===== config.mk =====
export PLATFORM = sky130hd
export DESIGN_NAME = smallest_rect_hit_test_unit
export DESIGN_NICKNAME = d
export VERILOG_FILES = /design/src/rtl/core/srht_pkg.sv /design/src/rtl/core/smallest_rect_hit_test_unit.sv /design/src/rtl/core/srht_ram.sv /design/src/rtl/core/srht_front.sv /design/src/rtl/core/srht_back.sv
export VERILOG_INCLUDE_DIRS = /design/src /design/src/rtl/core
export SDC_FILE = /design/constraint.sdc
export NUM_CORES = 2
export LEC_CHECK = 0
export BUFFER_PORTS_ARGS = -buffer_cell sky130_fd_sc_hd__clkbuf_2
export CAP_MARGIN = 5
export CORE_MARGIN = 3
export CORE_UTILIZATION = 29
export CTS_BUF_LIST = sky130_fd_sc_hd__clkbuf_2
export DETAILED_ROUTE_END_ITERATION = 8
export GPL_TIMING_DRIVEN = 0
export SLEW_MARGIN = 5
export SYNTH_ARGS = -nofsm -noshare
export SYNTH_HDL_FRONTEND = slang
export SYNTH_SLANG_ARGS = --single-unit

===== constraint.sdc =====
create_clock -name clk -period 7.95 [get_ports clk]
set_clock_uncertainty 0.15 [all_clocks]
set_input_delay 1.9875 -clock clk [delete_from_list [all_inputs] [get_ports clk]]
set_output_delay 1.9875 -clock clk [all_outputs]
set_load 0.01 [all_outputs]

===== src/rtl/core/assert_macros.svh =====
// Assertion macros shared by the RTL files.
`ifndef ASSERT_MACROS_SVH
`define ASSERT_MACROS_SVH

`ifndef NO_ASSERTIONS

`define ASSERT_ALWAYS(label, clk, rst_n, expr) \
    label: assert property (@(posedge clk) disable iff (!rst_n) (expr)) \
        else $error("assertion failed");

`define ASSERT_IMPLIES(label, clk, rst_n, ante, cons) \
    label: assert property (@(posedge clk) disable iff (!rst_n) (ante) |-> (cons)) \
        else $error("assertion failed");

`define ASSERT_NEXT(label, clk, rst_n, ante, cons) \
    label: assert property (@(posedge clk) disable iff (!rst_n) (ante) |=> (cons)) \
        else $error("assertion failed");

`else

`define ASSERT_ALWAYS(label, clk, rst_n, expr)
`define ASSERT_IMPLIES(label, clk, rst_n, ante, cons)
`define ASSERT_NEXT(label, clk, rst_n, ante, cons)

`endif

`endif


===== src/rtl/core/srht_pkg.sv =====
package srht_pkg;

    localparam int MAX_ENTRIES  = 64;
    localparam int COORD_BITS   = 12;
    localparam int TAB_BITS     = 8;
    localparam int OUT_IDX_BITS = 6;
    localparam int IDX_BITS     = (MAX_ENTRIES > 1) ? $clog2(MAX_ENTRIES) : 1;
    localparam int CNT_BITS     = $clog2(MAX_ENTRIES + 1);
    localparam int AREA_BITS    = 2 * COORD_BITS;

    localparam logic MODE_ADD   = 1'b0;
    localparam logic MODE_QUERY = 1'b1;

    typedef struct packed {
        logic [TAB_BITS-1:0]   tab;
        logic [COORD_BITS-1:0] x;
        logic [COORD_BITS-1:0] y;
        logic [COORD_BITS-1:0] w;
        logic [COORD_BITS-1:0] h;
    } entry_t;

    typedef struct packed {
        logic   is_query;
        entry_t rect;
    } cmd_t;

    localparam int ENTRY_BITS = $bits(entry_t);

endpackage


===== src/rtl/core/smallest_rect_hit_test_unit.sv =====
// Channel   Handshake            Payload
// request   in_valid/in_ready    mode, tab_id, pos_x, pos_y, rect_width, rect_height
// result    out_valid/out_ready  found, entry_index, table_full
//
// An add request completes in the back end as soon as it leaves the two-entry queue.
// A query request scans the stored entries, one entry per cycle, through the single
// read port of the rectangle store, then registers its result.
// Reset clears the entry count and all control state; the store itself is not cleared.
// While a result waits for out_ready, the queue accepts requests until it is full.
module smallest_rect_hit_test_unit import srht_pkg::*; (
    input  logic                    clk,
    input  logic                    rst_n,
    input  logic                    in_valid,
    output logic                    in_ready,
    input  logic                    mode,
    input  logic [TAB_BITS-1:0]     tab_id,
    input  logic [COORD_BITS-1:0]   pos_x,
    input  logic [COORD_BITS-1:0]   pos_y,
    input  logic [COORD_BITS-1:0]   rect_width,
    input  logic [COORD_BITS-1:0]   rect_height,
    output logic                    out_valid,
    input  logic                    out_ready,
    output logic                    found,
    output logic [OUT_IDX_BITS-1:0] entry_index,
    output logic                    table_full
);

    logic cmd_valid;
    logic cmd_ready;
    cmd_t cmd;

    srht_front u_front (
        .clk        (clk),
        .rst_n      (rst_n),
        .in_valid   (in_valid),
        .in_ready   (in_ready),
        .mode       (mode),
        .tab_id     (tab_id),
        .pos_x      (pos_x),
        .pos_y      (pos_y),
        .rect_width (rect_width),
        .rect_height(rect_height),
        .cmd_valid  (cmd_valid),
        .cmd_ready  (cmd_ready),
        .cmd        (cmd)
    );

    srht_back u_back (
        .clk        (clk),
        .rst_n      (rst_n),
        .cmd_valid  (cmd_valid),
        .cmd_ready  (cmd_ready),
        .cmd        (cmd),
        .out_valid  (out_valid),
        .out_ready  (out_ready),
        .found      (found),
        .entry_index(entry_index),
        .table_full (table_full)
    );

endmodule


===== src/rtl/core/srht_ram.sv =====
module srht_ram #(
    parameter int WIDTH = 8,
    parameter int DEPTH = 16
) (
    input  logic                                           clk,
    input  logic                                           we,
    input  logic [((DEPTH > 1) ? $clog2(DEPTH) : 1)-1:0]   waddr,
    input  logic [WIDTH-1:0]                               wdata,
    input  logic                                           re,
    input  logic [((DEPTH > 1) ? $clog2(DEPTH) : 1)-1:0]   raddr,
    output logic [WIDTH-1:0]                               rdata
);

    logic [WIDTH-1:0] mem_reg [DEPTH];
    logic [WIDTH-1:0] rdata_reg;

    always_ff @(posedge clk)
    begin
        if (we)
        begin
            mem_reg[waddr] <= wdata;
        end
        if (re)
        begin
            rdata_reg <= mem_reg[raddr];
        end
    end

    assign rdata = rdata_reg;

endmodule


===== src/rtl/core/srht_front.sv =====
`include "assert_macros.svh"

module srht_front import srht_pkg::*; (
    input  logic                  clk,
    input  logic                  rst_n,
    input  logic                  in_valid,
    output logic                  in_ready,
    input  logic                  mode,
    input  logic [TAB_BITS-1:0]   tab_id,
    input  logic [COORD_BITS-1:0] pos_x,
    input  logic [COORD_BITS-1:0] pos_y,
    input  logic [COORD_BITS-1:0] rect_width,
    input  logic [COORD_BITS-1:0] rect_height,
    output logic                  cmd_valid,
    input  logic                  cmd_ready,
    output cmd_t                  cmd
);

    cmd_t       slot_reg [2];
    logic       wr_ptr_reg;
    logic       wr_ptr_next;
    logic       rd_ptr_reg;
    logic       rd_ptr_next;
    logic [1:0] fill_reg;
    logic [1:0] fill_next;
    logic       push;
    logic       pop;
    cmd_t       cmd_in;

    always_comb
    begin
        cmd_in.is_query = (mode == MODE_QUERY);
        cmd_in.rect.tab = tab_id;
        cmd_in.rect.x   = pos_x;
        cmd_in.rect.y   = pos_y;
        cmd_in.rect.w   = rect_width;
        cmd_in.rect.h   = rect_height;
    end

    assign in_ready  = (fill_reg != 2'd2);
    assign cmd_valid = (fill_reg != 2'd0);
    assign cmd       = slot_reg[rd_ptr_reg];
    assign push      = in_valid && in_ready;
    assign pop       = cmd_valid && cmd_ready;

    always_comb
    begin
        wr_ptr_next = push ? ~wr_ptr_reg : wr_ptr_reg;
        rd_ptr_next = pop ? ~rd_ptr_reg : rd_ptr_reg;
        fill_next   = fill_reg;
        if (push && !pop)
        begin
            fill_next = fill_reg + 2'd1;
        end
        else if (pop && !push)
        begin
            fill_next = fill_reg - 2'd1;
        end
    end

    always_ff @(posedge clk or negedge rst_n)
    begin
        if (!rst_n)
        begin
            wr_ptr_reg <= 1'b0;
            rd_ptr_reg <= 1'b0;
            fill_reg   <= 2'd0;
        end
        else
        begin
            wr_ptr_reg <= wr_ptr_next;
            rd_ptr_reg <= rd_ptr_next;
            fill_reg   <= fill_next;
        end
    end

    always_ff @(posedge clk)
    begin
        if (push)
        begin
            slot_reg[wr_ptr_reg] <= cmd_in;
        end
    end

    `ASSERT_ALWAYS(a_fill_range, clk, rst_n, fill_reg != 2'd3)
    `ASSERT_NEXT(a_push_visible, clk, rst_n, push, cmd_valid)
    `ASSERT_IMPLIES(a_ptr_match, clk, rst_n, fill_reg != 2'd1, wr_ptr_reg == rd_ptr_reg)

endmodule


===== src/rtl/core/srht_back.sv =====
`include "assert_macros.svh"

module srht_back import srht_pkg::*; (
    input  logic                    clk,
    input  logic                    rst_n,
    input  logic                    cmd_valid,
    output logic                    cmd_ready,
    input  cmd_t                    cmd,
    output logic                    out_valid,
    input  logic                    out_ready,
    output logic                    found,
    output logic [OUT_IDX_BITS-1:0] entry_index,
    output logic                    table_full
);

    localparam logic ST_IDLE = 1'b0;
    localparam logic ST_SCAN = 1'b1;

    logic                    state_reg;
    logic                    state_next;
    logic [CNT_BITS-1:0]     count_reg;
    logic [CNT_BITS-1:0]     count_next;
    logic [CNT_BITS-1:0]     issue_reg;
    logic [CNT_BITS-1:0]     issue_next;
    entry_t                  query_reg;
    entry_t                  query_next;

    logic                    s1_valid_reg;
    logic [IDX_BITS-1:0]     s1_idx_reg;
    logic                    s2_valid_reg;
    logic                    s2_hit_reg;
    logic [IDX_BITS-1:0]     s2_idx_reg;
    logic [AREA_BITS-1:0]    s2_area_reg;

    logic                    best_have_reg;
    logic                    best_have_next;
    logic [IDX_BITS-1:0]     best_idx_reg;
    logic [IDX_BITS-1:0]     best_idx_next;
    logic [AREA_BITS-1:0]    min_area_reg;
    logic [AREA_BITS-1:0]    min_area_next;

    logic                    out_valid_reg;
    logic                    out_valid_next;
    logic                    found_reg;
    logic                    found_next;
    logic [OUT_IDX_BITS-1:0] entry_index_reg;
    logic [OUT_IDX_BITS-1:0] entry_index_next;
    logic                    table_full_reg;
    logic                    table_full_next;

    logic                    pop;
    logic                    is_full;
    logic                    ram_we;
    logic                    rd_en;
    logic                    scan_done;
    entry_t                  rd_entry;
    logic [ENTRY_BITS-1:0]   rd_data;
    logic [COORD_BITS:0]     x_end;
    logic [COORD_BITS:0]     y_end;
    logic                    hit;

    assign cmd_ready = (state_reg == ST_IDLE) && (!out_valid_reg || out_ready);
    assign pop       = cmd_valid && cmd_ready;
    assign is_full   = (count_reg == CNT_BITS'(MAX_ENTRIES));
    assign ram_we    = pop && !cmd.is_query && !is_full;
    assign rd_en     = (state_reg == ST_SCAN) && (issue_reg < count_reg);
    assign scan_done = (state_reg == ST_SCAN) && !rd_en && !s1_valid_reg && !s2_valid_reg;

    srht_ram #(
        .WIDTH(ENTRY_BITS),
        .DEPTH(MAX_ENTRIES)
    ) u_store (
        .clk  (clk),
        .we   (ram_we),
        .waddr(count_reg[IDX_BITS-1:0]),
        .wdata(cmd.rect),
        .re   (rd_en),
        .raddr(issue_reg[IDX_BITS-1:0]),
        .rdata(rd_data)
    );

    assign rd_entry = entry_t'(rd_data);
    assign x_end    = {1'b0, rd_entry.x} + {1'b0, rd_entry.w};
    assign y_end    = {1'b0, rd_entry.y} + {1'b0, rd_entry.h};
    assign hit      = (rd_entry.tab == query_reg.tab)
                   && (rd_entry.x <= query_reg.x)
                   && (rd_entry.y <= query_reg.y)
                   && (x_end >= {1'b0, query_reg.x})
                   && (y_end >= {1'b0, query_reg.y});

    always_comb
    begin
        state_next       = state_reg;
        count_next       = count_reg;
        issue_next       = issue_reg;
        query_next       = query_reg;
        best_have_next   = best_have_reg;
        best_idx_next    = best_idx_reg;
        min_area_next    = min_area_reg;
        out_valid_next   = out_valid_reg && !out_ready;
        found_next       = found_reg;
        entry_index_next = entry_index_reg;
        table_full_next  = table_full_reg;

        if (pop)
        begin
            if (cmd.is_query)
            begin
                state_next     = ST_SCAN;
                query_next     = cmd.rect;
                issue_next     = '0;
                best_have_next = 1'b0;
            end
            else if (is_full)
            begin
                out_valid_next   = 1'b1;
                found_next       = 1'b0;
                entry_index_next = '0;
                table_full_next  = 1'b1;
            end
            else
            begin
                out_valid_next   = 1'b1;
                found_next       = 1'b1;
                entry_index_next = OUT_IDX_BITS'(count_reg);
                table_full_next  = 1'b0;
                count_next       = count_reg + CNT_BITS'(1);
            end
        end

        if (rd_en)
        begin
            issue_next = issue_reg + CNT_BITS'(1);
        end

        if (s2_valid_reg && s2_hit_reg && (!best_have_reg || (s2_area_reg < min_area_reg)))
        begin
            best_have_next = 1'b1;
            best_idx_next  = s2_idx_reg;
            min_area_next  = s2_area_reg;
        end

        if (scan_done)
        begin
            state_next       = ST_IDLE;
            out_valid_next   = 1'b1;
            found_next       = best_have_reg;
            entry_index_next = best_have_reg ? OUT_IDX_BITS'(best_idx_reg) : '0;
            table_full_next  = 1'b0;
        end
    end

    always_ff @(posedge clk or negedge rst_n)
    begin
        if (!rst_n)
        begin
            state_reg     <= ST_IDLE;
            count_reg     <= '0;
            s1_valid_reg  <= 1'b0;
            s2_valid_reg  <= 1'b0;
            out_valid_reg <= 1'b0;
            best_have_reg <= 1'b0;
        end
        else
        begin
            state_reg     <= state_next;
            count_reg     <= count_next;
            s1_valid_reg  <= rd_en;
            s2_valid_reg  <= s1_valid_reg;
            out_valid_reg <= out_valid_next;
            best_have_reg <= best_have_next;
        end
    end

    always_ff @(posedge clk)
    begin
        issue_reg       <= issue_next;
        query_reg       <= query_next;
        s1_idx_reg      <= issue_reg[IDX_BITS-1:0];
        s2_idx_reg      <= s1_idx_reg;
        s2_hit_reg      <= hit;
        s2_area_reg     <= AREA_BITS'(rd_entry.w) * AREA_BITS'(rd_entry.h);
        best_idx_reg    <= best_idx_next;
        min_area_reg    <= min_area_next;
        found_reg       <= found_next;
        entry_index_reg <= entry_index_next;
        table_full_reg  <= table_full_next;
    end

    assign out_valid   = out_valid_reg;
    assign found       = found_reg;
    assign entry_index = entry_index_reg;
    assign table_full  = table_full_reg;

    `ASSERT_ALWAYS(a_count_max, clk, rst_n, count_reg <= CNT_BITS'(MAX_ENTRIES))
    `ASSERT_IMPLIES(a_scan_no_result, clk, rst_n, state_reg == ST_SCAN, !out_valid_reg)
    `ASSERT_IMPLIES(a_pipe_in_scan, clk, rst_n, s1_valid_reg || s2_valid_reg, state_reg == ST_SCAN)

endmodule


==> results.py <==
metrics = {
    "routing": {
        "routed_wl_um": 413000,
        "drc_errors": 0,
        "wire_per_inst_um": 26.4,
        "drt-initial-drc-count": 8413,
        "viasPerCell": 4.90,
        "num_vias": 76600,
        "firstDrtPassIters": 6,
        "detail-route-antenna-nets": 0,
    },
    "critical_path": {
        "critical_path_peak_fanout": 10,
        "r2r_end": "u_back.s2_area_reg[20]",
        "required_ns": 9.98,
        "worst_setup_path_end_kind": "flip-flop",
        "slowest_stage": "edfxtp_1",
        "cp-start-kind": "flip-flop",
        "rrSetupSlack_ns": 1.31,
        "max_stage_delay_ns": 0.97,
        "r2r_start": "u_back.u_store.rdata[3]",
        "reg2reg_depth": 17,
        "crit_top_cell": "fa_1",
        "crit_arrival_ns": 8.67,
        "crit_type": "reg2reg",
        "path_cells": "clkbuf_1, nand2_1, fa_1, fa_1, fa_1, inv_1, fa_1, inv_1, fa_1, inv_1, ha_1, or3_1, o211a_1, o21ai_0, a211oi_1, nor4b_1, a311o_1",
    },
    "final_layout": {
        "syn_to_final_growth_pct": 15.1,
        "final_cell_mix": "3,830 x edfxtp_1, 1,409 x clkbuf_2, 1,120 x mux4_2",
        "drive_gt1_share_pct": 35.6,
        "largest_reg_flops": 3584,
        "layout_commonest_cell": "edfxtp_1",
        "nets": 8237,
        "design_area_mm2": 0.176,
    },
    "logic_synthesis": {
        "ys.flop_type": "edfxtp_1",
        "netlist.top_cell.by_area": "edfxtp_1",
        "syn-cell-area_mm2": 0.153,
        "synth-seq-area-share_pct": 76.0,
        "async_flop_share_pct": 0.412,
        "syn_nets": 6964,
        "yosysTopAreaCellShare_pct": 75.3,
        "synth_edf_count": 3830,
        "syn_avg_cell_area_um2": 23.0,
        "ys_warn_count": 0,
        "yosysUniqueCellTypes": 54,
        "syn-instance-count": 6634,
        "synth_seq_cells": 3884,
        "netlist_top_cells_area": "edfxtp_1 75%, mux4_2 17%, ha_1 1.4%",
    },
    "cts": {
        "clkTransAtPathRegs_ns": 0.11,
        "post-cts-setup-buffer-count": 0,
        "cts_tree": "yes",
        "clock_sinks": 3884,
        "cts_max_level": 6,
        "cts_buffer_depth": 4,
        "numCtsBuffers": 929,
        "clk_latency_ns": 2.27,
        "cts-root-buf": "clkbuf_2",
    },
    "timing": {
        "rsz0062_at_grt": "no",
        "slew_headroom_pct": 10.0,
        "finalHoldViolCount": 0,
        "worst_pin_slew_ns": 1.35,
        "holdWs_ns": 0.201,
        "setup_violations": 0,
        "fmax_ghz": 0.151,
        "drv_slew": 0,
        "fin_crit_ns": 6.64,
        "fin_crit_sh_pct": 83.6,
        "tns_ns": 0,
    },
    "die": {
        "start_util_pct": 29.1,
        "die_w_um": 732,
        "dieArea_mm2": 0.536,
        "core_mm2": 0.525,
        "rows": 266,
        "ios": 71,
        "fp.dieH_um": 732,
    },
    "worst_hold_path": {
        "min-delay-path-class": "reg2reg",
        "whs_endpoint": "u_back.s2_idx_reg[4]",
        "min-delay-start": "u_back.s1_idx_reg[4]",
        "min_path_cells": 0,
    },
    "pwr": {
        "power.total_w": 0.0703,
        "p_sw_share_pct": 38.4,
        "internal_power_w": 0.0433,
        "switchingPower_w": 0.0270,
        "combPwrFrac_pct": 44.1,
        "p_leak_nw": 56.5,
        "seq_power_share_pct": 37.7,
        "vdd_ir_drop_max_v": 0.00167,
        "clkPwrFrac_pct": 18.2,
        "power_density_mw_per_mm2": 400,
    },
    "global_routing": {
        "track_usage_pct": 15.0,
        "grt_pass1_vias": 80200,
        "grt_max_degree": 66,
        "antenna_found_initial": 37,
        "grt_pass1_wl_um": 580000,
        "overflow": 0,
    },
    "placement": {
        "hpwl_um": 289000,
        "placed_area_mm2": 0.167,
        "port_buffers": 70,
        "place.gp.congestion": 0.815,
    },
    "job": {
        "drv_cap": 0,
    },
    "outcome": {
        "status": "finished, final reports clean",
    },
}
cell type report:
class | count | area, um^2
timing repair buffer | 342 | 5290
antenna | 38 | 95.1
inverter | 202 | 761
multi-input combinational | 2232 | 35000
fill | 49300 | 349000
sequential | 3884 | 116000
clock inverter | 326 | 1800
buffer | 316 | 1470
tap | 6968 | 8720
clock buffer | 1314 | 6580
worst max-delay path by stage:
stage / cells after the start / slack [ns] / start / to
after floorplan: 6 / 0.53 / out_ready / u_back.u_store.mem_reg[40][0]
after global placement: 7 / -5.62 / out_ready / u_back.u_store.mem_reg[41][32]
after detailed placement: 18 / 1.35 / u_back.u_store.rdata[3] / u_back.s2_area_reg[23]
after CTS: 18 / 1.30 / u_back.u_store.rdata[3] / u_back.s2_area_reg[23]
after global routing: 18 / 0.99 / u_back.u_store.rdata[3] / u_back.s2_area_reg[23]
final: 17 / 1.31 / u_back.u_store.rdata[3] / u_back.s2_area_reg[20]
worst max-delay path, delay by kind of cell, from the launching register on:
kind            cells  cell delay [ns]
compound gates      4             1.07
flops               1             0.97
fa+ha+maj           6             2.72
buf+inv             4             0.63
simple gates        3             0.89
power by group through the flow:
stage / clock network (W) / logic [W] / registers [W]
after global placement: 0 / 0.0304 / 0.0269
after CTS: 0.0132 / 0.0313 / 0.0265
final: 0.0128 / 0.0310 / 0.0265
after floorplan: 0 / 0.0211 / 0.0265
after detailed placement: 0 / 0.0312 / 0.0269
after global routing: 0.0142 / 0.0340 / 0.0265
stage by stage:
stage / cells / setup slack [ns] / utilization (%)
after global routing: 15600 / 0.987 / 33.5
after floorplan: 6634 / 0.527 / -
after global placement: 13700 / -5.62 / 30.8
after CTS: 15600 / 1.30 / 33.5
after detailed placement: 13900 / 1.35 / 31.8
final: 15600 / 1.31 / 33.5
cell usage after synthesis, drive strengths merged, types with 3 or more instances:
library cell,count
nand2b,11
mux4,1120
or3,6
dfxtp,38
o221ai,3
o21ai,26
mux2,59
a21o,25
o211ai,6
inv,201
and2,57
ha,167
buf,124
dfrtp,16
a22oi,112
fa,102
xor2,17
a31oi,3
nand3,22
nor2,114
nor3,17
a211oi,12
nor2b,8
mux2i,7
nand2,189
nand4,12
clkbuf,192
a21oi,48
edfxtp,3830
xnor2,40
and3,3
o41ai,3
nor4,9
a2111oi,4
o21a,10
routing by layer:
| metal | part of all wire, % | track usage [%] | wire [um] |
|---|---|---|---|
| met2 | 51 | 26.0 | 210000 |
| met1 | 37 | 18.4 | 153000 |
| met3 | 8.7 | 3.29 | 35900 |
| met4 | 3.4 | 5.55 | 14200 |
| met5 | 0.022 | 0 | 89 |
logic make-up after synthesis:
| kind of cell | count (synthesis) | share of synthesized area [%] |
|---|---|---|
| flip-flops | 3884 | 76.0 |
| XOR/XNOR | 57 | 0.327 |
| AND/OR/NAND/NOR | 456 | 1.35 |
| buffers and inverters | 518 | 1.43 |
| multiplexers | 1186 | 17.0 |
| adder cells (fa/ha/maj) | 269 | 2.70 |
| AO/OA/AOI/OAI | 264 | 1.19 |
timing repair:
item | 4_1_cts | 5_1_grt
resized for setup | 0 | 0
hold endpoints to repair | 132 | 0
setup endpoints to repair | 0 | 0
hold buffers | 62 | 0
Note: power is estimated with default switching activity, not from simulation.
